[src/rtl/rjrf_pkg.sv]
`timescale 1ns / 1ps
`default_nettype none

package rjrf_pkg;

   // distance and accumulator widths
   localparam int DIST_BITS   = 16;
   localparam int CNT_BITS    = 4;
   localparam int SUM_BITS    = DIST_BITS + CNT_BITS;
   localparam int CFG_MM_BITS = 16;
   localparam int PROD_BITS   = (SUM_BITS > CFG_MM_BITS + CNT_BITS) ?
                                SUM_BITS : CFG_MM_BITS + CNT_BITS;
   localparam int ALU_BITS    = PROD_BITS + 1;
   localparam int REM_BITS    = CNT_BITS + 1;
   localparam int STEP_BITS   = $clog2(SUM_BITS);
   localparam int MUL_IDX_BITS = $clog2(CNT_BITS);
   localparam int STATUS_BITS = 8;

   // configuration port
   localparam int CSR_IDX_BITS  = 3;
   localparam int CSR_DATA_BITS = 16;

   localparam logic [CSR_IDX_BITS-1:0] CSR_MAX_CHANGE   = 3'd0;
   localparam logic [CSR_IDX_BITS-1:0] CSR_CAND_TOL     = 3'd1;
   localparam logic [CSR_IDX_BITS-1:0] CSR_ACCEPT_COUNT = 3'd2;
   localparam logic [CSR_IDX_BITS-1:0] CSR_FAIL_LIMIT   = 3'd3;
   localparam logic [CSR_IDX_BITS-1:0] CSR_MIN_HELD     = 3'd4;

   localparam logic [CFG_MM_BITS-1:0] RST_MAX_CHANGE   = 16'd166;
   localparam logic [CFG_MM_BITS-1:0] RST_CAND_TOL     = 16'd200;
   localparam logic [CNT_BITS-1:0]    RST_ACCEPT_COUNT = 4'd10;
   localparam logic [CNT_BITS-1:0]    RST_FAIL_LIMIT   = 4'd10;
   localparam logic [CFG_MM_BITS-1:0] RST_MIN_HELD     = 16'd10;

   localparam logic [STATUS_BITS-1:0] STATUS_STALE = 8'd255;
   localparam logic [STATUS_BITS-1:0] STATUS_GOOD  = 8'd0;

   // shared unit operation
   typedef enum logic {
      ALU_ADD = 1'b0,
      ALU_SUB = 1'b1
   } alu_op_type;

   typedef struct packed {
      logic                   read_ok;
      logic [DIST_BITS-1:0]   range_mm;
      logic [STATUS_BITS-1:0] range_status;
   } req_type;

   typedef struct packed {
      logic [DIST_BITS-1:0]   held_range_mm;
      logic                   report;
      logic [STATUS_BITS-1:0] report_status;
      logic                   accepted;
      logic                   jump_rejected;
      logic                   jump_adopted;
      logic                   disabled;
   } rsp_type;

   typedef struct packed {
      logic [CFG_MM_BITS-1:0] max_change_mm;
      logic [CFG_MM_BITS-1:0] candidate_tolerance_mm;
      logic [CNT_BITS-1:0]    jump_accept_count;
      logic [CNT_BITS-1:0]    fail_limit;
      logic [CFG_MM_BITS-1:0] min_held_mm;
   } cfg_type;

   typedef struct packed {
      logic idle;
      logic done;
   } core_status_type;

   // zero extension onto the shared unit width
   function automatic logic [ALU_BITS-1:0] ext_dist(logic [DIST_BITS-1:0] v);
      return {{(ALU_BITS-DIST_BITS){1'b0}}, v};
   endfunction

   function automatic logic [ALU_BITS-1:0] ext_mm(logic [CFG_MM_BITS-1:0] v);
      return {{(ALU_BITS-CFG_MM_BITS){1'b0}}, v};
   endfunction

   function automatic logic [ALU_BITS-1:0] ext_sum(logic [SUM_BITS-1:0] v);
      return {{(ALU_BITS-SUM_BITS){1'b0}}, v};
   endfunction

   function automatic logic [ALU_BITS-1:0] ext_rem(logic [REM_BITS-1:0] v);
      return {{(ALU_BITS-REM_BITS){1'b0}}, v};
   endfunction

endpackage

`default_nettype wire

[src/rtl/range_jump_rejection_filter_unit.sv]
`timescale 1ns / 1ps
`default_nettype none

// Range jump rejection filter: one word per sensor read goes in, one result word
// comes out. Words are handled one at a time; failed, invalid or disabled reads need
// no arithmetic, and all other arithmetic is done by the single shared adder/subtractor
// that does the step compare, the 4-step shift-add products for the candidate test
// and the 20-step restoring divide for the candidate mean. A finished result sits in
// the output register, so the next word is taken while it waits. The user must write
// configuration registers through the csr port only while the block is idle; the
// block itself does not enforce this.
module range_jump_rejection_filter_unit (
   input  logic                                 clock,
   input  logic                                 reset,
   input  logic                                 req_valid,
   output logic                                 req_ready,
   input  rjrf_pkg::req_type                    req_data,
   output logic                                 rsp_valid,
   input  logic                                 rsp_ready,
   output rjrf_pkg::rsp_type                    rsp_data,
   input  logic                                 csr_we,
   input  logic [rjrf_pkg::CSR_IDX_BITS-1:0]    csr_idx,
   input  logic [rjrf_pkg::CSR_DATA_BITS-1:0]   csr_data
);
   import rjrf_pkg::*;

   cfg_type         cfg_ff, cfg_in;
   logic            rsp_valid_ff, rsp_valid_in;
   rsp_type         rsp_data_ff, rsp_data_in;
   core_status_type core_status;
   rsp_type         core_result;
   logic            start;
   logic            out_free;

   // configuration registers
   always_comb begin
      cfg_in = cfg_ff;
      if (csr_we) begin
         case (csr_idx)
            CSR_MAX_CHANGE:   cfg_in.max_change_mm          = csr_data[CFG_MM_BITS-1:0];
            CSR_CAND_TOL:     cfg_in.candidate_tolerance_mm = csr_data[CFG_MM_BITS-1:0];
            CSR_ACCEPT_COUNT: cfg_in.jump_accept_count      = csr_data[CNT_BITS-1:0];
            CSR_FAIL_LIMIT:   cfg_in.fail_limit             = csr_data[CNT_BITS-1:0];
            CSR_MIN_HELD:     cfg_in.min_held_mm            = csr_data[CFG_MM_BITS-1:0];
            default:          cfg_in = cfg_ff;
         endcase
      end
   end

   always_ff @(posedge clock) begin
      if (reset) begin
         cfg_ff.max_change_mm          <= RST_MAX_CHANGE;
         cfg_ff.candidate_tolerance_mm <= RST_CAND_TOL;
         cfg_ff.jump_accept_count      <= RST_ACCEPT_COUNT;
         cfg_ff.fail_limit             <= RST_FAIL_LIMIT;
         cfg_ff.min_held_mm            <= RST_MIN_HELD;
      end else begin
         cfg_ff <= cfg_in;
      end
   end

   // input handshake
   assign req_ready = core_status.idle;
   assign start     = req_valid & req_ready;
   assign out_free  = ~rsp_valid_ff | rsp_ready;

   rjrf_core u_core (
      .clock    (clock),
      .reset    (reset),
      .cfg      (cfg_ff),
      .start    (start),
      .item     (req_data),
      .out_free (out_free),
      .status   (core_status),
      .result   (core_result)
   );

   // output register
   always_comb begin
      rsp_valid_in = rsp_valid_ff;
      rsp_data_in  = rsp_data_ff;
      if (core_status.done && out_free) begin
         rsp_valid_in = 1'b1;
         rsp_data_in  = core_result;
      end else if (rsp_ready) begin
         rsp_valid_in = 1'b0;
      end
   end

   always_ff @(posedge clock) begin
      if (reset) begin
         rsp_valid_ff <= 1'b0;
      end else begin
         rsp_valid_ff <= rsp_valid_in;
      end
   end

   always_ff @(posedge clock) begin
      rsp_data_ff <= rsp_data_in;
   end

   assign rsp_valid = rsp_valid_ff;
   assign rsp_data  = rsp_data_ff;

endmodule

`default_nettype wire

[src/rtl/rjrf_alu.sv]
`timescale 1ns / 1ps
`default_nettype none

module rjrf_alu (
   input  logic [rjrf_pkg::ALU_BITS-1:0] a,
   input  logic [rjrf_pkg::ALU_BITS-1:0] b,
   input  rjrf_pkg::alu_op_type          op,
   output logic [rjrf_pkg::ALU_BITS-1:0] res,
   output logic                          lt
);
   import rjrf_pkg::*;

   logic              is_sub;
   logic [ALU_BITS:0] full;

   // one adder serves add, subtract and unsigned compare
   assign is_sub = (op == ALU_SUB);
   assign full   = {1'b0, a} + {1'b0, (is_sub ? ~b : b)} + {{ALU_BITS{1'b0}}, is_sub};
   assign res    = full[ALU_BITS-1:0];
   // borrow out of the subtract means a < b
   assign lt     = is_sub & ~full[ALU_BITS];

endmodule

`default_nettype wire

[src/rtl/rjrf_core.sv]
`timescale 1ns / 1ps
`default_nettype none

module rjrf_core (
   input  logic                      clock,
   input  logic                      reset,
   input  rjrf_pkg::cfg_type         cfg,
   input  logic                      start,
   input  rjrf_pkg::req_type         item,
   input  logic                      out_free,
   output rjrf_pkg::core_status_type status,
   output rjrf_pkg::rsp_type         result
);
   import rjrf_pkg::*;

   typedef enum logic [12:0] {
      ST_IDLE      = 13'b0000000000001,
      ST_EVAL      = 13'b0000000000010,
      ST_DIFF      = 13'b0000000000100,
      ST_DIFF_NEG  = 13'b0000000001000,
      ST_STEP_CMP  = 13'b0000000010000,
      ST_MUL_D     = 13'b0000000100000,
      ST_MUL_T     = 13'b0000001000000,
      ST_JDIFF     = 13'b0000010000000,
      ST_JDIFF_NEG = 13'b0000100000000,
      ST_JCMP      = 13'b0001000000000,
      ST_ADD       = 13'b0010000000000,
      ST_DIV       = 13'b0100000000000,
      ST_DONE      = 13'b1000000000000
   } state_type;

   state_type              state_ff, state_in;
   req_type                item_ff, item_in;
   logic [DIST_BITS-1:0]   held_ff, held_in;
   logic [CNT_BITS-1:0]    cnt_ff, cnt_in;
   logic [SUM_BITS-1:0]    sum_ff, sum_in;
   logic [CNT_BITS-1:0]    err_ff, err_in;
   logic                   dis_ff, dis_in;
   logic [ALU_BITS-1:0]    acc_ff, acc_in;
   logic [ALU_BITS-1:0]    tmp_ff, tmp_in;
   logic [STEP_BITS-1:0]   step_ff, step_in;
   logic [REM_BITS-1:0]    rem_ff, rem_in;
   logic [REM_BITS-1:0]    div_ff, div_in;
   logic [SUM_BITS-1:0]    quo_ff, quo_in;
   logic                   rpt_en_ff, rpt_en_in;
   logic [STATUS_BITS-1:0] rstatus_ff, rstatus_in;
   logic                   accepted_ff, accepted_in;
   logic                   rejected_ff, rejected_in;
   logic                   adopted_ff, adopted_in;

   logic [ALU_BITS-1:0]     alu_a, alu_b, alu_res;
   alu_op_type              alu_op;
   logic                    alu_lt;
   logic [MUL_IDX_BITS-1:0] mul_idx;
   logic                    held_gt_min;
   logic                    valid_rd;
   logic [CNT_BITS-1:0]     err_next;
   logic [CNT_BITS-1:0]     cnt_next;
   logic [REM_BITS-1:0]     div_part;
   logic [SUM_BITS-1:0]     div_quo;

   rjrf_alu u_alu (
      .a   (alu_a),
      .b   (alu_b),
      .op  (alu_op),
      .res (alu_res),
      .lt  (alu_lt)
   );

   assign mul_idx     = step_ff[MUL_IDX_BITS-1:0];
   assign held_gt_min = ext_dist(held_ff) > ext_mm(cfg.min_held_mm);
   assign valid_rd    = (item_ff.range_status == STATUS_GOOD) && (item_ff.range_mm != '0);
   assign err_next    = (err_ff == '1) ? err_ff : err_ff + CNT_BITS'(1);
   assign cnt_next    = cnt_ff + CNT_BITS'(1);
   assign div_part    = {rem_ff[REM_BITS-2:0], quo_ff[SUM_BITS-1]};
   assign div_quo     = {quo_ff[SUM_BITS-2:0], ~alu_lt};

   // operand selection for the shared unit
   always_comb begin
      alu_a  = '0;
      alu_b  = '0;
      alu_op = ALU_ADD;
      case (state_ff)
         ST_DIFF: begin
            alu_a  = ext_dist(item_ff.range_mm);
            alu_b  = ext_dist(held_ff);
            alu_op = ALU_SUB;
         end
         ST_DIFF_NEG: begin
            alu_a  = ext_dist(held_ff);
            alu_b  = ext_dist(item_ff.range_mm);
            alu_op = ALU_SUB;
         end
         ST_STEP_CMP: begin
            alu_a  = ext_mm(cfg.max_change_mm);
            alu_b  = tmp_ff;
            alu_op = ALU_SUB;
         end
         ST_MUL_D: begin
            alu_a = acc_ff;
            alu_b = cnt_ff[mul_idx] ? (ext_dist(item_ff.range_mm) << mul_idx) : '0;
         end
         ST_MUL_T: begin
            alu_a = tmp_ff;
            alu_b = cnt_ff[mul_idx] ? (ext_mm(cfg.candidate_tolerance_mm) << mul_idx) : '0;
         end
         ST_JDIFF: begin
            alu_a  = acc_ff;
            alu_b  = ext_sum(sum_ff);
            alu_op = ALU_SUB;
         end
         ST_JDIFF_NEG: begin
            alu_a  = ext_sum(sum_ff);
            alu_b  = acc_ff;
            alu_op = ALU_SUB;
         end
         ST_JCMP: begin
            alu_a  = acc_ff;
            alu_b  = tmp_ff;
            alu_op = ALU_SUB;
         end
         ST_ADD: begin
            alu_a = ext_sum(sum_ff);
            alu_b = ext_dist(item_ff.range_mm);
         end
         ST_DIV: begin
            alu_a  = ext_rem(div_part);
            alu_b  = ext_rem(div_ff);
            alu_op = ALU_SUB;
         end
         default: begin
            alu_a  = '0;
            alu_b  = '0;
            alu_op = ALU_ADD;
         end
      endcase
   end

   // sequencer
   always_comb begin
      state_in    = state_ff;
      item_in     = item_ff;
      held_in     = held_ff;
      cnt_in      = cnt_ff;
      sum_in      = sum_ff;
      err_in      = err_ff;
      dis_in      = dis_ff;
      acc_in      = acc_ff;
      tmp_in      = tmp_ff;
      step_in     = step_ff;
      rem_in      = rem_ff;
      div_in      = div_ff;
      quo_in      = quo_ff;
      rpt_en_in   = rpt_en_ff;
      rstatus_in  = rstatus_ff;
      accepted_in = accepted_ff;
      rejected_in = rejected_ff;
      adopted_in  = adopted_ff;
      case (state_ff)
         ST_IDLE: begin
            if (start) begin
               item_in  = item;
               state_in = ST_EVAL;
            end
         end
         ST_EVAL: begin
            accepted_in = 1'b0;
            rejected_in = 1'b0;
            adopted_in  = 1'b0;
            rpt_en_in   = 1'b0;
            rstatus_in  = STATUS_STALE;
            state_in    = ST_DONE;
            if (dis_ff) begin
               // frozen until reset
               state_in = ST_DONE;
            end else if (!item_ff.read_ok) begin
               err_in = err_next;
               if (err_next >= cfg.fail_limit) begin
                  dis_in = 1'b1;
               end
            end else begin
               err_in    = '0;
               rpt_en_in = 1'b1;
               if (valid_rd) begin
                  rstatus_in = item_ff.range_status;
                  if (held_gt_min) begin
                     state_in = ST_DIFF;
                  end else begin
                     held_in     = item_ff.range_mm;
                     cnt_in      = '0;
                     sum_in      = '0;
                     accepted_in = 1'b1;
                  end
               end
            end
         end
         // absolute step from the held distance
         ST_DIFF: begin
            if (alu_lt) begin
               state_in = ST_DIFF_NEG;
            end else begin
               tmp_in   = alu_res;
               state_in = ST_STEP_CMP;
            end
         end
         ST_DIFF_NEG: begin
            tmp_in   = alu_res;
            state_in = ST_STEP_CMP;
         end
         ST_STEP_CMP: begin
            if (alu_lt) begin
               // jump: start a new candidate, or test against the running one
               if (cnt_ff == '0) begin
                  if (cfg.candidate_tolerance_mm != '0) begin
                     state_in = ST_ADD;
                  end else begin
                     cnt_in      = CNT_BITS'(1);
                     sum_in      = {{(SUM_BITS-DIST_BITS){1'b0}}, item_ff.range_mm};
                     rejected_in = 1'b1;
                     state_in    = ST_DONE;
                  end
               end else begin
                  acc_in   = '0;
                  tmp_in   = '0;
                  step_in  = '0;
                  state_in = ST_MUL_D;
               end
            end else begin
               held_in     = item_ff.range_mm;
               cnt_in      = '0;
               sum_in      = '0;
               accepted_in = 1'b1;
               state_in    = ST_DONE;
            end
         end
         // shift-add products d*n and tol*n
         ST_MUL_D: begin
            acc_in = alu_res;
            if (step_ff == STEP_BITS'(CNT_BITS-1)) begin
               step_in  = '0;
               state_in = ST_MUL_T;
            end else begin
               step_in = step_ff + STEP_BITS'(1);
            end
         end
         ST_MUL_T: begin
            tmp_in = alu_res;
            if (step_ff == STEP_BITS'(CNT_BITS-1)) begin
               step_in  = '0;
               state_in = ST_JDIFF;
            end else begin
               step_in = step_ff + STEP_BITS'(1);
            end
         end
         ST_JDIFF: begin
            if (alu_lt) begin
               state_in = ST_JDIFF_NEG;
            end else begin
               acc_in   = alu_res;
               state_in = ST_JCMP;
            end
         end
         ST_JDIFF_NEG: begin
            acc_in   = alu_res;
            state_in = ST_JCMP;
         end
         ST_JCMP: begin
            if (alu_lt) begin
               state_in = ST_ADD;
            end else begin
               cnt_in      = CNT_BITS'(1);
               sum_in      = {{(SUM_BITS-DIST_BITS){1'b0}}, item_ff.range_mm};
               rejected_in = 1'b1;
               state_in    = ST_DONE;
            end
         end
         // join the candidate, adopt once enough jumps agree
         ST_ADD: begin
            sum_in = alu_res[SUM_BITS-1:0];
            cnt_in = cnt_next;
            if ((cnt_next >= cfg.jump_accept_count) || (cnt_next == '0)) begin
               quo_in   = alu_res[SUM_BITS-1:0];
               rem_in   = '0;
               div_in   = (cnt_next == '0) ? {1'b1, {CNT_BITS{1'b0}}} : {1'b0, cnt_next};
               step_in  = '0;
               state_in = ST_DIV;
            end else begin
               rejected_in = 1'b1;
               state_in    = ST_DONE;
            end
         end
         // restoring divide, one quotient bit per cycle
         ST_DIV: begin
            quo_in = div_quo;
            rem_in = alu_lt ? div_part : alu_res[REM_BITS-1:0];
            if (step_ff == STEP_BITS'(SUM_BITS-1)) begin
               held_in     = div_quo[DIST_BITS-1:0];
               cnt_in      = '0;
               sum_in      = '0;
               accepted_in = 1'b1;
               adopted_in  = 1'b1;
               state_in    = ST_DONE;
            end else begin
               step_in = step_ff + STEP_BITS'(1);
            end
         end
         ST_DONE: begin
            if (out_free) begin
               state_in = ST_IDLE;
            end
         end
         default: begin
            state_in = ST_IDLE;
         end
      endcase
   end

   // control state
   always_ff @(posedge clock) begin
      if (reset) begin
         state_ff <= ST_IDLE;
         held_ff  <= '0;
         cnt_ff   <= '0;
         sum_ff   <= '0;
         err_ff   <= '0;
         dis_ff   <= 1'b0;
      end else begin
         state_ff <= state_in;
         held_ff  <= held_in;
         cnt_ff   <= cnt_in;
         sum_ff   <= sum_in;
         err_ff   <= err_in;
         dis_ff   <= dis_in;
      end
   end

   // working registers
   always_ff @(posedge clock) begin
      item_ff     <= item_in;
      acc_ff      <= acc_in;
      tmp_ff      <= tmp_in;
      step_ff     <= step_in;
      rem_ff      <= rem_in;
      div_ff      <= div_in;
      quo_ff      <= quo_in;
      rpt_en_ff   <= rpt_en_in;
      rstatus_ff  <= rstatus_in;
      accepted_ff <= accepted_in;
      rejected_ff <= rejected_in;
      adopted_ff  <= adopted_in;
   end

   // result word, read in the done state
   assign result.held_range_mm    = held_ff;
   assign result.report           = rpt_en_ff & held_gt_min;
   assign result.report_status    = rstatus_ff;
   assign result.accepted         = accepted_ff;
   assign result.jump_rejected    = rejected_ff;
   assign result.jump_adopted     = adopted_ff;
   assign result.disabled         = dis_ff;

   assign status.idle = (state_ff == ST_IDLE);
   assign status.done = (state_ff == ST_DONE);

endmodule

`default_nettype wire
[config.mk]
export PLATFORM = sky130hd
export DESIGN_NAME = range_jump_rejection_filter_unit
export DESIGN_NICKNAME = d
export VERILOG_FILES = /design/src/rtl/rjrf_pkg.sv /design/src/rtl/range_jump_rejection_filter_unit.sv /design/src/rtl/rjrf_alu.sv /design/src/rtl/rjrf_core.sv
export SDC_FILE = /design/constraint.sdc
export NUM_CORES = 1
export LEC_CHECK = 0
export BUFFER_PORTS_ARGS = -buffer_cell sky130_fd_sc_hd__clkbuf_2
export CAP_MARGIN = 20
export CORE_MARGIN = 4
export CORE_UTILIZATION = 45
export CTS_BUF_LIST = sky130_fd_sc_hd__clkbuf_4 sky130_fd_sc_hd__clkbuf_8 sky130_fd_sc_hd__clkbuf_16
export CTS_CLUSTER_DIAMETER = 50
export DETAILED_ROUTE_END_ITERATION = 12
export MAX_ROUTING_LAYER = met4
export PLACE_DENSITY = 0.71
export SLEW_MARGIN = 20
export SYNTH_ARGS = -nofsm -noshare
export SYNTH_HDL_FRONTEND = slang
export SYNTH_SLANG_ARGS = --single-unit
[constraint.sdc]
create_clock -name clock -period 8.33 [get_ports clock]
set_input_delay 1.666 -clock clock [delete_from_list [all_inputs] [get_ports clock]]
set_output_delay 1.666 -clock clock [all_outputs]
set_load 0.005 [all_outputs]
* Word level (Yosys, flattened, before mapping)
Index checks and enable logic that the tools add are counted.
Widths: inputs -> output; s select.
** Storage, ports and cells
- Bits in registers :: 257
- Input bits :: 49
- Word-level logic and storage cells :: 232
- Output and inout port bits :: 31
** Cells by class
- Shift-type cells :: 2
- Add/subtract/negate cells :: 5
- Bitwise operators :: 11
- Eq/ne operators :: 42
- Reductions and logical operators :: 45
- $lt $le $gt $ge :: 4
- Mux-type cells :: 89
** Operators by type and width (number)
- $mux 20 :: 10
- $mux 13 :: 14
- $pmux 13 s13 :: 1
- $pmux 21 s8 :: 1
- $pmux 21 s7 :: 1
- $mux 21 :: 6
- $pmux 21 s3 :: 2
- $pmux 20 s5 :: 1
- $mux 16 :: 6
- $mux 4 :: 12
- $pmux 16 s3 :: 1
- $shl 16x2->21 :: 2
- $pmux 20 s2 :: 1
- $mux 5 :: 7
- $reduce_bool 16->1 :: 2
- $add 21x21->22 :: 1
- $add 22x1->22 :: 1
- $not 21->21 :: 1
- $ne 2x1->1 const B :: 10
- $ne 2x2->1 const B :: 10
- $pmux 4 s5 :: 1
- $pmux 5 s4 :: 1
- $reduce_and 2->1 :: 10
- $mux 1 :: 18
- 52 further kinds :: 78

* Longest topological paths before layout
- Word-level depth :: 13
- Mapped depth :: 26
- Depth with buffers taken out :: 21

* By module
Synthesis repeated with hierarchy kept, for this count alone.
** Second synthesis, totals
- Cells, all modules :: 1496
- Area total of the unflattened synthesis :: 14759.2 µm²
** By module, submodules not included
- rjrf_core :: cells an instance 1069, instances 1, area each 10167.3 µm²
- range_jump_rejection_filter_unit :: cells an instance 247, instances 1, area each 3189.3 µm²
- rjrf_alu :: cells an instance 180, instances 1, area each 1402.6 µm²

* Worst setup path after synthesis
No wires, ideal clock.
- Kind :: reg2reg
- Start :: reg u_core.state_ff[4]
- End :: reg u_core.acc_ff[0], enable pin
- Path buffers :: 6
- Period minus slack after synthesis :: 6321 ps
- Stages on the path, launching flop included :: 25
- Data arrival time :: 5893 ps
- Required time :: 7902 ps
- Setup time :: 428 ps
- Slack :: 2009 ps
- Path through :: dfxtp_1 > buf_6 > or4_1 > buf_2 > or3_4 > or2_2 > clkbuf_1 > nand2_1 > clkbuf_1 > a221o_1 > a221oi_1 > xnor2_1 > ha_1 > and2_1 > nand3_1 > nor2_1 > nor2_1 > nor2_1 > a211oi_1 > and2_1 > buf_1 > nand2_1 > buf_2 > nor2_1 > o21ai_0
** Between the ends
- Cells in the longest elaborated chain, start to end :: 11
** RTL lines
- start: declaration :: line rjrf_core.sv:32 : state_type state_ff, state_in;
- start signal: assignment :: line rjrf_core.sv:328 : state_ff <= state_in;
- $eq 13x4->1, or another cell as far along :: line rjrf_core.sv:83 : case (state_ff)
- $reduce_or 2->1 (no line)
- $pmux 21 s8 :: line rjrf_core.sv:83
- $not 21->21 :: line rjrf_alu.sv:18 : assign full = {1'b0, a} + {1'b0, (is_sub ? ~b : b)} + {{ALU_BITS{1'b0}}, is_sub};
- $mux 21 :: line rjrf_alu.sv:18
- $add 21x21->22 :: line rjrf_alu.sv:18
- $add 22x1->22 :: line rjrf_alu.sv:18
- $not 1->1 :: line rjrf_alu.sv:21 : assign lt = is_sub & ~full[ALU_BITS];
- $and 1x1->1 :: line rjrf_alu.sv:21
- $ne 2x2->1 (no line) or $ne 2x1->1 (tied branches)
- $reduce_and 4->1 (no line) *
- end signal: assignment :: line rjrf_core.sv:340 : acc_ff <= acc_in;
- end: declaration :: line rjrf_core.sv:39 : logic [ALU_BITS-1:0] acc_ff, acc_in;
Every way passes the cells marked *; elsewhere a longest branch is shown, timed or not.
A chain may end at the register's enable or synchronous reset.

* Worst setup path after layout
- Start :: reg u_core.state_ff[0]
- End :: reg u_core.tmp_ff[1], enable pin
** Between the ends
- Cells in the longest elaborated chain, start to end :: 11
** RTL lines
- $eq 13x4->1, or another cell as far along :: line rjrf_core.sv:83, rjrf_core.sv:159
- $reduce_or 2->1 (no line)
- $pmux 21 s8 :: line rjrf_core.sv:83
- $not 21->21 :: line rjrf_alu.sv:18
- $mux 21 :: line rjrf_alu.sv:18
- $add 21x21->22 :: line rjrf_alu.sv:18
- $add 22x1->22 :: line rjrf_alu.sv:18
- $not 1->1 :: line rjrf_alu.sv:21
- $and 1x1->1 :: line rjrf_alu.sv:21
- $ne 2x2->1 (no line) or $ne 2x1->1 (tied branches)
- $reduce_and 4->1 (no line) *
- end signal: assignment :: line rjrf_core.sv:341 : tmp_ff <= tmp_in;
- end: declaration :: line rjrf_core.sv:40 : logic [ALU_BITS-1:0] tmp_ff, tmp_in;
Marked as above.

==> key figures <==
Floorplan
  • I/O Pins: 80
  • # rows: 64
  • Core area: 30600 µm²
  • Die width: 184 µm
  • Chip height: 184 µm
  • Initial core utilization: 0.456
  • Die footprint: 33900 µm²

Routing
  • Final ANT Viol Nets: 0
  • Routed vias/inst: 6.39
  • Routed WL per cell: 23.4 µm
  • Total routed wirelength: 45300 µm
  • DR vias: 12400
  • Iter 0 DRT Violations: 1673
  • DRC: 0
  • TritonRoute pass-1 iters: 6

Critical path
  • CP Launch Type: flip-flop
  • CP Max Fanout: 15
  • Critical path type: flip-flop to flip-flop
  • Endpoint class of the critical path: flip-flop
  • Critical path required time: 8.63 ns
  • Arrival time at the worst endpoint: 7.16 ns

Final layout
  • Nets: 1615
  • # diodes: 0
  • Fin util: 0.515
  • Layout area overhead: 12.9%
  • Final std cells w/o fill: 1937
  • Layout cells sized above 1: 0.133

GRT
  • Total track usage: 0.269
  • Vias in the first global route: 11600
  • Global-route wire length before repair: 68800 µm
  • Met2 Use GR: 0.420
  • Grt ovf: 0
  • Grt met3 use: 0.0443
  • Largest net degree at the start of global routing: 84
  • M1 GR Usage: 0.349
  • Initial antenna violation count: 0
  • Most Used Layer, Global Route: met2

Synthesis
  • Post-synth top flop: edfxtp_1
  • Post-Synth Simple-Gate Area: 0.187
  • Unique cell type count in the Yosys netlist: 78
  • Post-synthesis mux area share: 0.0290
  • Post-synth EDFFs: 142
  • Synthesized net count: 1574
  • Yosys reg bits: 257
  • Asr flop ratio synth: 0
  • Seq/Total Area, Yosys: 0.471
  • Post-synth design cell area: 13900 µm²
  • Adder-cell share of the synthesized area: 0.0445
  • Syn Inst Count: 1476
  • Largest family of logic cells by synthesized area: compound AO/OA/AOI/OAI gates
  • XOR/XNOR Fraction of Synth Area: 0.0264
  • Synth Area in Compound Gates: 0.199
  • Syn_area_per_cell: 9.45 µm²
  • Syn. warnings: 0

Flow run
  • Max-Cap Viols: 0

Clock network
  • CTS clk-pin slew, worst paths: 0.06 ns
  • Root Driver: clkbuf_16
  • Hold-fix buffers at CTS: 0
  • Clock Latency Late Sink: 0.56 ns
  • Num CTS Buffers: 31
  • CTS tree: yes
  • CTS max path bufs: 3
  • Post-CTS Setup Inserts: 0
  • Cts repair resizes: 0
  • Clock Sinks: 257
  • H-tree levels: 1

STA
  • Worst Max-Slew Pin Slew: 1.21 ns
  • Setup-failing EPs final: 0
  • Total negative slack: 0 ns
  • Final period utilization: 0.824
  • RSZ-0062 raised after global routing: no
  • Hold WS: 0.419 ns
  • Worst Skew: 0.0144 ns
  • Max Clk Rate: 146 MHz
  • Slew Viols, Final: 0
  • Final hold violation count: 0
  • Normalized max-slew margin: 0.193
  • Min Tclk post-route: 6.86 ns

Power and ir drop
  • PD cells: 183 nW/µm²
  • P_leak: 6.19 nW
  • VDD IR max: 0.000166 V
  • Total power: 2.88 mW

Placement
  • HPWL after detailed placement: 32500 µm
  • Placed instance count: 1879
  • GP Congestion: 1.04
  • Port Buffers: 79

Outcome
  • Status: completed

Min path
  • Hold Path Class: flip-flop to flip-flop
## per-stage QoR
step | setup WS [ns] | instance area [µm²]
after floorplan | 2.01 | 13900
after global placement | 1.72 | 14700
after detailed placement | 1.61 | 14700
after CTS | 1.62 | 15700
after global routing | 0.992 | 15800
final | 1.47 | 15800
## cells by family (layout without fill, tap and decap cells)
group | after synthesis | in the layout
adder cells (fa/ha/maj) | 49 | 49
AND/OR/NAND/NOR | 565 | 565
flip-flops | 257 | 257
XOR/XNOR | 42 | 42
AO/OA/AOI/OAI | 376 | 376
multiplexers | 35 | 35
buffers and inverters | 152 | 217
## synth_stat cells, drive strengths merged (7+ instances only)
master / number / share of area
nand4: 24 / 0.011
a221o: 26 / 0.019
mux2i: 22 / 0.016
nand3b: 16 / 0.0086
xnor2: 29 / 0.018
o211ai: 7 / 0.0048
nor3: 21 / 0.0079
nand3: 29 / 0.010
edfxtp: 142 / 0.31
a311oi: 19 / 0.013
a221oi: 16 / 0.010
o21ai: 51 / 0.018
nor2: 165 / 0.044
a211oi: 11 / 0.0059
nand2: 210 / 0.057
nor4: 23 / 0.011
nor2b: 12 / 0.0054
a22oi: 18 / 0.0097
clkbuf: 78 / 0.021
nand2b: 16 / 0.0072
a21o: 21 / 0.011
xor2: 13 / 0.0082
a21oi: 93 / 0.033
inv: 49 / 0.013
a32o: 7 / 0.0050
mux2: 10 / 0.0081
a222oi: 38 / 0.027
ha: 48 / 0.043
o22ai: 9 / 0.0040
dfxtp: 115 / 0.17
buf: 24 / 0.0086
and3: 14 / 0.0063
a22o: 14 / 0.0088
## per-layer routing
layer  routed length, µm  up-vias
met4                2330        0
met2               20400      667
met5                   0        -
met1               18600     5957
li1                    -     5617
met3                3990      146
## cell usage in the layout (no fill, tap or decap), types with 7 or more instances in the layout
| cell type | synthesis | layout |
|---|---|---|
| nand2_1 | 210 | 210 |
| nor2_1 | 165 | 165 |
| edfxtp_1 | 142 | 142 |
| dfxtp_1 | 115 | 115 |
| a21oi_1 | 93 | 92 |
| clkbuf_2 | 0 | 78 |
| inv_1 | 49 | 49 |
| o21ai_0 | 51 | 49 |
| ha_1 | 48 | 48 |
| a222oi_1 | 38 | 38 |
| clkbuf_16 | 0 | 31 |
| buf_4 | 0 | 31 |
| nand3_1 | 29 | 29 |
| xnor2_1 | 29 | 29 |
| a221o_1 | 26 | 26 |
| nand4_1 | 24 | 24 |
| mux2i_1 | 21 | 21 |
| a21o_1 | 21 | 21 |
| nor3_1 | 20 | 19 |
| nor4_1 | 22 | 19 |
| a22oi_1 | 18 | 18 |
| a311oi_1 | 17 | 17 |
| nand2b_1 | 16 | 16 |
| nand3b_1 | 16 | 16 |
| a221oi_1 | 16 | 16 |
| and3_1 | 14 | 14 |
| a22o_1 | 14 | 14 |
| xor2_1 | 13 | 13 |
| nor2b_1 | 12 | 11 |
| a211oi_1 | 11 | 11 |
| mux2_2 | 10 | 10 |
| o22ai_1 | 9 | 9 |
| a32o_1 | 7 | 7 |
## report_power, final
part           internal, mW  switching [mW]  total, mW
combinational        0.0459          0.0835      0.129
sequential             1.36          0.0433       1.40
clock                 0.793           0.552       1.35
total                  2.20           0.679       2.88
## worst max-delay path: stages, from the launching register on
cell and delay, ns:
dfxtp_1 0.37, or4_1 0.74, or3_4 0.49, or2_2 0.38, nand2_1 0.57, a222oi_1 0.24, o211ai_1 0.14, a21oi_1 0.07
xnor2_1 0.27, inv_1 0.08, ha_1 0.20, a21o_1 0.16, a21o_1 0.18, a21oi_1 0.16, o21ai_0 0.13, a21oi_1 0.25
o31ai_4 0.15, o211ai_4 0.35, nand2_1 0.37, a21oi_1 0.29, nand3_1 0.56, buf_4 0.44
## path summary, 6_finish.rpt
path,startpoint,endpoint,slack (ns),cells past startpoint
max,u_core.state_ff[0],u_core.tmp_ff[1],1.47,21
min,u_core.rejected_ff,rsp_data[2],0.42,0
max reg2reg,u_core.state_ff[0],u_core.tmp_ff[1],1.47,21
min reg2reg,u_core.rejected_ff,rsp_data[2],0.42,0
## flip-flops by register name (all words and copies together) (netlist names), 13 cells and up
register	count
cfg_ff	56
u_core.tmp_ff	21
u_core.acc_ff	21
rsp_data	29
u_core.state_ff	13
u_core.item_ff	25
u_core.sum_ff	20
u_core.quo_ff	20
u_core.held_ff	16
## final cells by class
cell class / instances / area, µm²
clock buffers: 38 / 847
well taps: 396 / 495
repair buffers: 110 / 638
multi-input cells: 1067 / 6840
flip-flops and latches: 257 / 6570
clock inverters: 19 / 181
fillers: 2841 / 14800
inverters: 50 / 188
Note: power is estimated with default switching activity, not from simulation.
